File: config.mk
export PLATFORM = sky130hd
export DESIGN_NAME = integer_to_ascii_digits_core
export DESIGN_NICKNAME = d
export VERILOG_FILES = /design/src/rtl/i2a_pkg.sv /design/src/rtl/i2a_cell.sv /design/src/rtl/i2a_chain.sv /design/src/rtl/integer_to_ascii_digits_core.sv
export SDC_FILE = /design/constraint.sdc
export NUM_CORES = 1
export LEC_CHECK = 0
export ABC_CLOCK_PERIOD_IN_PS = 6300
export BUFFER_PORTS_ARGS = -buffer_cell sky130_fd_sc_hd__buf_4
export CORE_MARGIN = 1
export CORE_UTILIZATION = 53
export CTS_BUF_LIST = sky130_fd_sc_hd__clkbuf_4 sky130_fd_sc_hd__clkbuf_8
export DETAILED_ROUTE_END_ITERATION = 6
export GPL_TIMING_DRIVEN = 0
export HOLD_SLACK_MARGIN = 0.1
export PLACE_DENSITY_LB_ADDON = 0.05
export SLEW_MARGIN = 20
export SYNTH_ARGS = -nofsm -noshare
export SYNTH_HDL_FRONTEND = slang
export SYNTH_SLANG_ARGS = --single-unit
export TNS_END_PERCENT = 5
File: constraint.sdc
create_clock -name clk -period 6.3 [get_ports clk]
set_input_delay 0.315 -clock clk [delete_from_list [all_inputs] [get_ports clk]]
set_output_delay 0.315 -clock clk [all_outputs]
set_load 0.02 [all_outputs]
File: src/rtl/i2a_pkg.sv
// Shared types, constants and helpers for the integer to ASCII digit converter.
package i2a_pkg;

  localparam int VALUE_W  = 64;
  localparam int NUM_CELLS = 20;  // one digit cell per decimal digit of a 64-bit value
  localparam int DIGIT_W  = 4;
  localparam int CHAR_W   = 8;
  localparam int WIDTH_W  = 5;

  localparam logic [WIDTH_W-1:0] MAX_DEC_DIGITS = 5'd20;
  localparam logic [WIDTH_W-1:0] MAX_HEX_DIGITS = 5'd16;

  // request modes; code 3 falls back to unsigned decimal
  localparam logic [1:0] MODE_UDEC = 2'd0;
  localparam logic [1:0] MODE_SDEC = 2'd1;
  localparam logic [1:0] MODE_HEX  = 2'd2;

  localparam logic [CHAR_W-1:0] CH_ZERO  = 8'h30;
  localparam logic [CHAR_W-1:0] CH_UPPER_A = 8'h41;
  localparam logic [CHAR_W-1:0] CH_MINUS = 8'h2D;
  localparam logic [CHAR_W-1:0] CH_PLUS  = 8'h2B;
  localparam logic [DIGIT_W-1:0] DEC_RADIX = 4'd10;

  typedef enum logic [1:0] {
    OP_HOLD,
    OP_LOAD,
    OP_CONV,
    OP_SHIFT
  } cell_op_t;

  typedef struct packed {
    cell_op_t op;
    logic     serial_bit;  // next magnitude bit, MSB first, into the lowest cell
  } chain_ctrl_t;

  function automatic logic [CHAR_W-1:0] digit_char(input logic [DIGIT_W-1:0] d);
    logic [CHAR_W-1:0] dw;
    dw = {{(CHAR_W-DIGIT_W){1'b0}}, d};
    if (d < DEC_RADIX) begin
      digit_char = CH_ZERO + dw;
    end else begin
      digit_char = CH_UPPER_A + dw - {{(CHAR_W-DIGIT_W){1'b0}}, DEC_RADIX};
    end
  endfunction

endpackage

File: src/rtl/i2a_cell.sv
// One digit cell: holds a BCD or hex digit; loads it, does a shift-add-3 step or a plain shift.
module i2a_cell import i2a_pkg::*; (
  input  logic               clk,
  input  cell_op_t           op,
  input  logic [DIGIT_W-1:0] load_digit,
  input  logic               carry_in,
  input  logic [DIGIT_W-1:0] digit_in,
  output logic [DIGIT_W-1:0] digit,
  output logic               carry_out
);

  logic [DIGIT_W-1:0] adj;
  logic [DIGIT_W-1:0] digit_next;

  // add 3 when the digit would overflow past 9 on doubling
  assign adj       = (digit >= 4'd5) ? digit + 4'd3 : digit;
  assign carry_out = adj[DIGIT_W-1];

  always_comb begin
    unique case (op)
      OP_LOAD:  digit_next = load_digit;
      OP_CONV:  digit_next = {adj[DIGIT_W-2:0], carry_in};
      OP_SHIFT: digit_next = digit_in;
      default:  digit_next = digit;
    endcase
  end

  always_ff @(posedge clk) begin
    digit <= digit_next;
  end

endmodule

File: src/rtl/i2a_chain.sv
// Row of digit cells; bits ripple up during conversion, digits move up during output.
module i2a_chain import i2a_pkg::*; (
  input  logic                         clk,
  input  chain_ctrl_t                  ctrl,
  input  logic [NUM_CELLS*DIGIT_W-1:0] load_word,
  output logic [DIGIT_W-1:0]           top_digit
);

  logic [DIGIT_W-1:0] digits [NUM_CELLS];
  logic [NUM_CELLS:0] carry;

  assign carry[0] = ctrl.serial_bit;

  for (genvar i = 0; i < NUM_CELLS; i++) begin : g_cell
    logic [DIGIT_W-1:0] below;
    if (i == 0) begin : g_bottom
      assign below = '0;
    end else begin : g_inner
      assign below = digits[i-1];
    end

    i2a_cell u_cell (
      .clk        (clk),
      .op         (ctrl.op),
      .load_digit (load_word[i*DIGIT_W +: DIGIT_W]),
      .carry_in   (carry[i]),
      .digit_in   (below),
      .digit      (digits[i]),
      .carry_out  (carry[i+1])
    );
  end

  // the top cell never carries out: 20 digits hold any 64-bit value
  assign top_digit = digits[NUM_CELLS-1] | {DIGIT_W{carry[NUM_CELLS] & 1'b0}};

endmodule

File: src/rtl/integer_to_ascii_digits_core.sv
// Top level of the integer to ASCII digit converter.
//
// Input channel (in_valid / in_stall): one item carries req_type, value,
// pad_char and min_width. An item is taken at a clock edge with in_valid
// high and in_stall low. in_stall stays high while an item is being worked.
// Output channel (out_valid / out_stall): one item per character, ch and last,
// most significant character first; last marks the final digit.
// Signed decimal starts with '+' or '-', then pad characters, then digits.
//
// Steps of one item: the accept cycle; for decimal, the double-dabble pass, one
// magnitude bit into the cell row per cycle (hex loads nibbles at accept); then
// leading zeros are dropped one per cycle; then the characters go out one per
// cycle while the receiver does not stall; leaving the pad phase is a step of
// its own.
// A new item is accepted once the final character sits in the output register.
// Reset (rst, synchronous) returns to idle and drops any pending character.
// When the receiver stalls, the character held in the output register stays
// put and the converter waits; nothing is lost.
module integer_to_ascii_digits_core import i2a_pkg::*; (
  input  logic                 clk,
  input  logic                 rst,
  input  logic                 in_valid,
  output logic                 in_stall,
  input  logic [1:0]           req_type,
  input  logic [VALUE_W-1:0]   value,
  input  logic [CHAR_W-1:0]    pad_char,
  input  logic [WIDTH_W-1:0]   min_width,
  output logic                 out_valid,
  input  logic                 out_stall,
  output logic [CHAR_W-1:0]    ch,
  output logic                 last
);

  typedef enum logic [2:0] {
    ST_IDLE,
    ST_CONV,
    ST_SKIP,
    ST_SIGN,
    ST_PAD,
    ST_DIGITS
  } state_t;

  state_t               state;
  logic [VALUE_W-1:0]   mag;        // magnitude, shifted out MSB first
  logic [5:0]           bit_cnt;    // conversion steps left
  logic [WIDTH_W-1:0]   ndig;       // digits still in the row above the leading zeros
  logic [WIDTH_W-1:0]   width;      // clamped minimum width
  logic [WIDTH_W-1:0]   pads;       // pad characters left
  logic [CHAR_W-1:0]    pad;
  logic [CHAR_W-1:0]    sign_ch;
  logic                 has_sign;

  logic                 in_accept;
  logic                 out_free;
  logic                 emit_char;  // a character goes into the output register
  logic                 out_valid_next;
  logic                 is_hex;
  logic [VALUE_W-1:0]   in_mag;
  logic [WIDTH_W-1:0]   in_width;
  logic [DIGIT_W-1:0]   top_digit;
  logic                 skip_zero;
  chain_ctrl_t          ctrl;

  assign in_stall  = (state != ST_IDLE);
  assign in_accept = in_valid && !in_stall;
  assign out_free  = !out_valid || !out_stall;

  assign emit_char = out_free && ((state == ST_SIGN) ||
                                  (state == ST_PAD && pads != '0) ||
                                  (state == ST_DIGITS));
  // held while stalled, refilled or emptied once taken
  assign out_valid_next = emit_char || (out_valid && out_stall);

  assign is_hex = (req_type == MODE_HEX);
  assign in_mag = (req_type == MODE_SDEC && value[VALUE_W-1]) ? (~value) + 1'b1 : value;

  always_comb begin
    if (is_hex) begin
      in_width = (min_width > MAX_HEX_DIGITS) ? MAX_HEX_DIGITS : min_width;
    end else begin
      in_width = (min_width > MAX_DEC_DIGITS) ? MAX_DEC_DIGITS : min_width;
    end
  end

  // a leading zero is dropped while more than one digit remains
  assign skip_zero = (top_digit == '0) && (ndig > 5'd1);

  always_comb begin
    ctrl.serial_bit = mag[VALUE_W-1];
    ctrl.op         = OP_HOLD;
    case (state)
      ST_IDLE:   if (in_accept) ctrl.op = OP_LOAD;
      ST_CONV:   ctrl.op = OP_CONV;
      ST_SKIP:   if (skip_zero) ctrl.op = OP_SHIFT;
      ST_DIGITS: if (out_free) ctrl.op = OP_SHIFT;
      default:   ctrl.op = OP_HOLD;
    endcase
  end

  i2a_chain u_chain (
    .clk       (clk),
    .ctrl      (ctrl),
    // hex loads nibbles straight into the cells; decimal starts from zero
    .load_word (is_hex ? {{(NUM_CELLS*DIGIT_W-VALUE_W){1'b0}}, in_mag}
                       : {(NUM_CELLS*DIGIT_W){1'b0}}),
    .top_digit (top_digit)
  );

  always_ff @(posedge clk) begin
    if (rst) begin
      state     <= ST_IDLE;
      out_valid <= 1'b0;
    end else begin
      out_valid <= out_valid_next;
      unique case (state)
        ST_IDLE: begin
          if (in_accept) begin
            mag      <= in_mag;
            bit_cnt  <= 6'd63;
            ndig     <= WIDTH_W'(NUM_CELLS);
            width    <= in_width;
            pad      <= pad_char;
            has_sign <= (req_type == MODE_SDEC);
            sign_ch  <= value[VALUE_W-1] ? CH_MINUS : CH_PLUS;
            state    <= is_hex ? ST_SKIP : ST_CONV;
          end
        end
        ST_CONV: begin
          mag     <= {mag[VALUE_W-2:0], 1'b0};
          bit_cnt <= bit_cnt - 6'd1;
          if (bit_cnt == '0) begin
            state <= ST_SKIP;
          end
        end
        ST_SKIP: begin
          if (skip_zero) begin
            ndig <= ndig - 5'd1;
          end else begin
            pads  <= (width > ndig) ? width - ndig : '0;
            state <= has_sign ? ST_SIGN : ST_PAD;
          end
        end
        ST_SIGN: begin
          if (out_free) begin
            ch    <= sign_ch;
            last  <= 1'b0;
            state <= ST_PAD;
          end
        end
        ST_PAD: begin
          if (pads == '0) begin
            state <= ST_DIGITS;
          end else if (out_free) begin
            ch   <= pad;
            last <= 1'b0;
            pads <= pads - 5'd1;
          end
        end
        ST_DIGITS: begin
          if (out_free) begin
            ch   <= digit_char(top_digit);
            last <= (ndig == 5'd1);
            ndig <= ndig - 5'd1;
            if (ndig == 5'd1) begin
              state <= ST_IDLE;
            end
          end
        end
        default: state <= ST_IDLE;
      endcase
    end
  end

endmodule
==> results of run 1 <==
[layout make-up]
type,instances,share of cell area (%)
Multi-Input combinational cell,914,42.9
Sequential cell,189,41.9
Timing Repair Buffer,107,6.84
Tap cell,280,2.60
Clock buffer,18,1.79
Inverter,63,1.76
Buffer,57,1.67
Clock inverter,13,0.576
[registers in the layout, indices dropped and copies added, names as in the netlist]
name / flops
out_valid: 1
width: 5
mag: 64
ndig: 5
ch: 8
u_chain.g_cell.u_cell.digit: 80
bit_cnt: 6
last: 1
pad: 8
has_sign: 1
sign_ch: 2
pads: 5
state: 3
[worst max-delay path: cells and delay by family, from the launching register on]
family / cells / cell delay, ns
buffers and inverters: 4 / 1.16
DFF: 1 / 0.41
adders and majority gates: 1 / 0.26
AOI/OAI and AO/OA: 1 / 0.54
and+or+nand+nor: 4 / 0.77
[path summary, 6_finish.rpt]
path / end / slack [ns]
max reg2reg: u_chain.g_cell[16].u_cell.digit[3] / 2.78
min reg2reg: mag[20] / 0.53
min: width[1] / 0.11
max: u_chain.g_cell[16].u_cell.digit[3] / 2.78
[metal layers]
metal | share of wire [%] | vias to the layer above | track usage (%)
met1 | 43 | 4723 | 41.0
li1 | - | 4765 | -
met4 | 2.2 | 0 | 10.1
met2 | 47 | 412 | 48.6
met5 | 0 | - | 0
met3 | 7.9 | 59 | 4.61
[cells in the mapped netlist, types with 26 or more instances]
| cell type | number | area (µm²) |
|---|---|---|
| a21oi_1 | 134 | 671 |
| clkbuf_1 | 44 | 165 |
| edfxtp_1 | 185 | 5560 |
| ha_1 | 51 | 638 |
| inv_1 | 63 | 236 |
| nand2_1 | 123 | 462 |
| nand2b_1 | 29 | 181 |
| nand3_1 | 26 | 130 |
| nor2_1 | 95 | 357 |
| nor3b_1 | 39 | 293 |
| o21ai_0 | 90 | 450 |
| xnor2_1 | 61 | 534 |
| xor2_1 | 30 | 263 |
[metrics by stage]
step                setup WS, ns  power (W)  std cells
CTS                         2.81    0.00536       1640
global placement          -0.362    0.00455       1595
finish                      2.78    0.00537       1641
detailed placement          2.84    0.00464       1600
floorplan                   1.60    0.00391       1223
global route                2.64    0.00575       1641
[cell families after synthesis]
| kind of cell | Yosys count |
|---|---|
| buffers and inverters | 120 |
| multiplexers | 4 |
| AND/OR/NAND/NOR | 401 |
| adder cells (fa/ha/maj) | 52 |
| AO/OA/AOI/OAI | 366 |
| XOR/XNOR | 91 |
| flip-flops | 189 |
[power breakdown]
| part | internal [W] | switching, W | total (W) |
|---|---|---|---|
| Sequential | 0.00202 | 0.000361 | 0.00238 |
| Combinational | 0.000880 | 0.00139 | 0.00227 |
| Clock | 0.000268 | 0.000448 | 0.000715 |
[repair_timing]
item	4_1_cts	5_1_grt
endpoints found under the hold margin	9	1
setup buffers	0	0
hold buffers	9	1
resized for setup	0	0
==> results.cfg, run 1 <==
[cells_and_area]
final_common_cell = edfxtp_1
final_cell_mix = 185 x edfxtp_1, 134 x a21oi_1, 122 x nand2_1, 93 x nor2_1, 92 x buf_4
fill_cells = 1887
nNetsFinal = 1484
diodes = 0
design_area_mm2 = 0.0135
area_growth_syn_to_layout_pct = 13.6
fin_util_pct = 61.5
drive_gt1_share_pct = 11.3
sequential_cell_area_mm2 = 0.00564
multiInputGateArea_mm2 = 0.00578

[synth]
synth-simple-area-share_pct = 17.4
syn-num-nets = 1358
synth_compound_area_share_pct = 18.5
synth-edff-count = 185
ys.flop_type = edfxtp_1
synth_xor_area_share_pct = 6.73
synth_mux_area_share_pct = 0.348
synth_cell_types = 65
synthAdderAreaFrac_pct = 5.55
yosys_warnings = 0
synthArstFlopShare_pct = 0
yosysSeqAreaShare_pct = 47.6
syn-cell-area_mm2 = 0.0119
synth-seq-cells = 189
syn_avg_cell_area_um2 = 9.69
synthesis.instances = 1223
synth_top_family_by_area = compound AO/OA/AOI/OAI gates

[critical_path]
cp-end-kind = register
cp-start-kind = register
critPathSlowestCell = clkbuf_1
path_cells = inv_1 > ha_1 > nand2b_1 > nor3_1 > and3_1 > clkbuf_1 > a31oi_2 > clkbuf_1 > nand2_4 > buf_16
r2r_cells = 10
reg2reg_from = u_chain.g_cell[19].u_cell.digit[0]
path_max_fanout = 56
cp_slowest_stage_delay_ns = 0.59
cpMostUsedCell = clkbuf_1
crit_start = u_chain.g_cell[19].u_cell.digit[0]
arrival_ns = 3.71
cp_data_required_time_ns = 6.49
critical_path_class = reg2reg

[floorplan]
rows = 54
dieArea_mm2 = 0.0230
die_width_um = 152
core-area_mm2 = 0.0219
die_h_um = 152
start_util_pct = 54.1
pin_count = 94

[cts]
cts-root-buf = clkbuf_8
clock_sinks = 189
cts_buffers = 17
cts_buffer_depth = 2
cts_tree = built
cts_htree_levels = 4
clock_latency_ns = 0.48
clk_pin_slew_worst_paths_ns = 0.10

[placed_design]
io_buffers = 92
dp_hpwl_um = 24600
place_area_mm2 = 0.0130
finalWeightedCongestion = 0.948

[grt]
grt_pass1_vias = 9440
antenna_found_initial = 0
gr-total-overflow = 0
grt_util_all_layers_pct = 30.0
grt_pass1_wl_um = 51300
grt_start_max_net_pins = 57

[run_status]
status = finished clean

[power]
total_leakage_power_nw = 4.68
ir_drop_mv = 0.189
power_density_mw_per_mm2 = 399

[timing]
setup_tns_ns = 0
period_minus_slack_ns = 3.52
clock-skew-final_ns = 0.0161
rsz0062_at_grt = no
hold_viol = 0
timing.fmax_mhz = 284
fin_crit_sh_pct = 55.8
timing.final.max_slew_violations = 0
relSlewSlack_pct = 31.2
setup_viol = 0
whs_ns = 0.108
worst_slew_pin_slew_ns = 1.02

[routing]
first_pass_iters = 6
drt-wirelength-per-cell_um = 20.2
vias = 9959
drt_iter0_markers = 1077
route.detailed.drc = 0
avgViaCountPerCell = 6.07
drt-total-wl_um = 33200
antenna_left = 0

[worst_hold_path]
holdPathStages = 2
hold_class = in2reg
hold_start = min_width[1]

[run]
drv_cap = 0
No activity file was read; power rests on OpenSTA's default activity.
==> inputs of run 2 (changes only) <==
ABC_AREA = 1   (was unset)
ABC_CLOCK_PERIOD_IN_PS = 3300   (was 6300)
clock period = 3.3 ns   (was 6.3 ns; I/O delays follow)
==> run 2 against run 1 <==
Against the previous run:
- total power up 100%
- synthesized cell count increased by 44%
- sequential cell count did not move
- wire length increased by 20%
- clock power is 120% higher
- critical path depth decreased by 2
- via count is 25% higher
- setup slack got worse by 2.4 ns
- largest cell class unchanged
==> results.cfg, run 2 <==
[run_status]
status = finished clean

[timing]
setup_tns_ns = 0
hold_viol = 0
setup_viol = 0
relSlewSlack_pct = 39.2
worst_slew_pin_slew_ns = 0.911
fin_crit_sh_pct = 87.0
timing.final.ws_setup_ns = 0.429
rsz0062_at_grt = no
timing.final.max_slew_violations = 0
clock-skew-final_ns = 0.0228
period_minus_slack_ns = 2.87
timing.fmax_mhz = 348

[cells_and_area]
drive_gt1_share_pct = 9.37
final_cell_mix = 596 x nand2_1, 219 x nor2_1, 186 x inv_1, 185 x edfxtp_1, 143 x nand3_1
multiInputGateArea_mm2 = 0.00653
final_common_cell = nand2_1
area_growth_syn_to_layout_pct = 14.0
reg_top3 = u_chain.g_cell.u_cell.digit: 80 flops, mag: 64 flops
top_register = u_chain.g_cell.u_cell.digit
layoutNonFillerInstCount = 2235
nNetsFinal = 2033
sequential_cell_area_mm2 = 0.00564
largest_reg_flops = 80
diodes = 0
fill_cells = 2206
design_area_mm2 = 0.0149

[placed_design]
io_buffers = 93
place_area_mm2 = 0.0143
preCtsSetupSlack_ns = 0.455
dp_cells = 2182
dp_hpwl_um = 31500
finalWeightedCongestion = 1.04

[cts]
cts_tree = built
cts-root-buf = clkbuf_8
clock_sinks = 189
post_cts_buffers = 0
clk_pin_slew_worst_paths_ns = 0.11
cts_buffer_depth = 2
cts_buffers = 17
cts_htree_levels = 4
clock_latency_ns = 0.47

[power]
p_sw_share_pct = 43.8
total_leakage_power_nw = 6.48
power.share.combinational_pct = 44.3
switchingPower_w = 0.00478
power_density_mw_per_mm2 = 732
clkPwrFrac_pct = 14.3
power_frac_seq_pct = 41.4
p_int_w = 0.00614
ir_drop_mv = 0.339
totalPowerFinal_w = 0.0109

[critical_path]
cp_num_buf_inv = 6
cp-start-kind = register
arrival_ns = 3.04
reg2reg_setup_slack_ns = 0.43
cp_slowest_stage_delay_ns = 0.49
critical_path_class = reg2reg
critPathSlowestCell = dfxtp_1
crit_family = buffers and inverters
cp-end-kind = register
cp_data_required_time_ns = 3.47
path_cells = inv_2 > nor3_4 > inv_2 > buf_2 > clkbuf_1 > a21oi_4 > buf_16 > buf_16
path_max_fanout = 24

[grt]
grt_util_all_layers_pct = 32.0
grt_start_max_net_pins = 56
antenna_found_initial = 0
grt_pass1_vias = 11435
gr-total-overflow = 0
grt_pass1_wl_um = 62400

[routing]
avgViaCountPerCell = 5.56
route.detailed.drc = 0
drt_iter0_markers = 1149
vias = 12429
first_pass_iters = 5
drt-wirelength-per-cell_um = 17.9
antenna_left = 0
drt-total-wl_um = 39900

[synth]
ys.flop_type = edfxtp_1
yosys.area.top_type = edfxtp_1
syn-cell-area_mm2 = 0.0131
yosysMostFrequentCell = nand2_1
synth.area.top_cells = edfxtp_1 42%, nand2_1 17%, nor2_1 6.3%, nand3_1 5.5%, inv_1 5.3%
synthArstFlopShare_pct = 0
yosys-top-cells-count = 597 x nand2_1, 220 x nor2_1, 186 x inv_1
yosysSeqAreaShare_pct = 43.0
syn-num-nets = 1896
synth-seq-cells = 189
synth_top_area_share_pct = 42.4
yosys_warnings = 0
synth_cell_types = 48
synthesis.instances = 1761
synth-edff-count = 185
syn_avg_cell_area_um2 = 7.44

[worst_hold_path]
hold_class = in2reg

[floorplan]
die_h_um = 159
die_width_um = 159
core-area_mm2 = 0.0242
start_util_pct = 54.0
pin_count = 94
dieArea_mm2 = 0.0253
rows = 57

[run]
drv_cap = 0
[run 2: worst register-to-register path: stages, from the launching register on]
cell      delay, ns
dfxtp_1        0.49
inv_2          0.12
nor3_4         0.38
inv_2          0.06
buf_2          0.23
clkbuf_1       0.42
a21oi_4        0.44
buf_16         0.22
buf_16         0.20
[run 2: power by group through the flow]
stage | Sequential, W | Combinational, W | Clock (W)
floorplan | 0.00444 | 0.00332 | 0
global placement | 0.00458 | 0.00444 | 0
detailed placement | 0.00455 | 0.00478 | 0
CTS | 0.00450 | 0.00482 | 0.00157
global route | 0.00462 | 0.00547 | 0.00165
finish | 0.00452 | 0.00484 | 0.00156
[run 2: stage by stage]
stage | hold WS, ns | utilization [%]
2_1_floorplan | 0.237 | -
3_3_place_gp | 0.344 | 58.6
3_5_place_dp | 0.345 | 59.1
4_1_cts | 0.104 | 61.6
5_1_grt | 0.121 | 61.6
6_report | 0.126 | 61.6
[run 2: layout make-up]
class	instances	area share [%]
Inverter	190	4.78
Sequential cell	189	37.7
Buffer	52	1.61
Tap cell	324	2.72
Clock inverter	13	0.872
Clock buffer	19	1.71
Multi-Input combinational cell	1330	43.8
Timing Repair Buffer	118	6.82
[run 2: kinds of logic (layout without fill, tap and decap cells)]
logic type	after synthesis	in the layout	synth area share [%]
and+or+nand+nor	1012	1012	31.6
buffers and inverters	242	392	7.28
xor gates and xnor gates	37	37	2.47
adders and majority gates	52	52	5.03
AOI/OAI and AO/OA	229	229	10.5
DFF	189	189	43.0
[run 2: layer usage]
layer / track usage, % / share of wire, %
met4: 10.7 / 3.0
met3: 4.12 / 8.4
met2: 52.3 / 46
met5: 0 / 0
met1: 44.0 / 42
[run 2: final timing paths]
kind                                 from      end  cells after the start
worst min register to register    mag[53]  mag[54]                      2
worst max-delay path             state[0]  mag[26]                      8
worst min-delay path            value[28]  mag[28]                      4
worst max register to register   state[0]  mag[26]                      8
[run 2: what timing repair did]
item,in CTS,in global routing
resized for setup,0,0
hold buffers,21,0
hold endpoints to repair,24,0
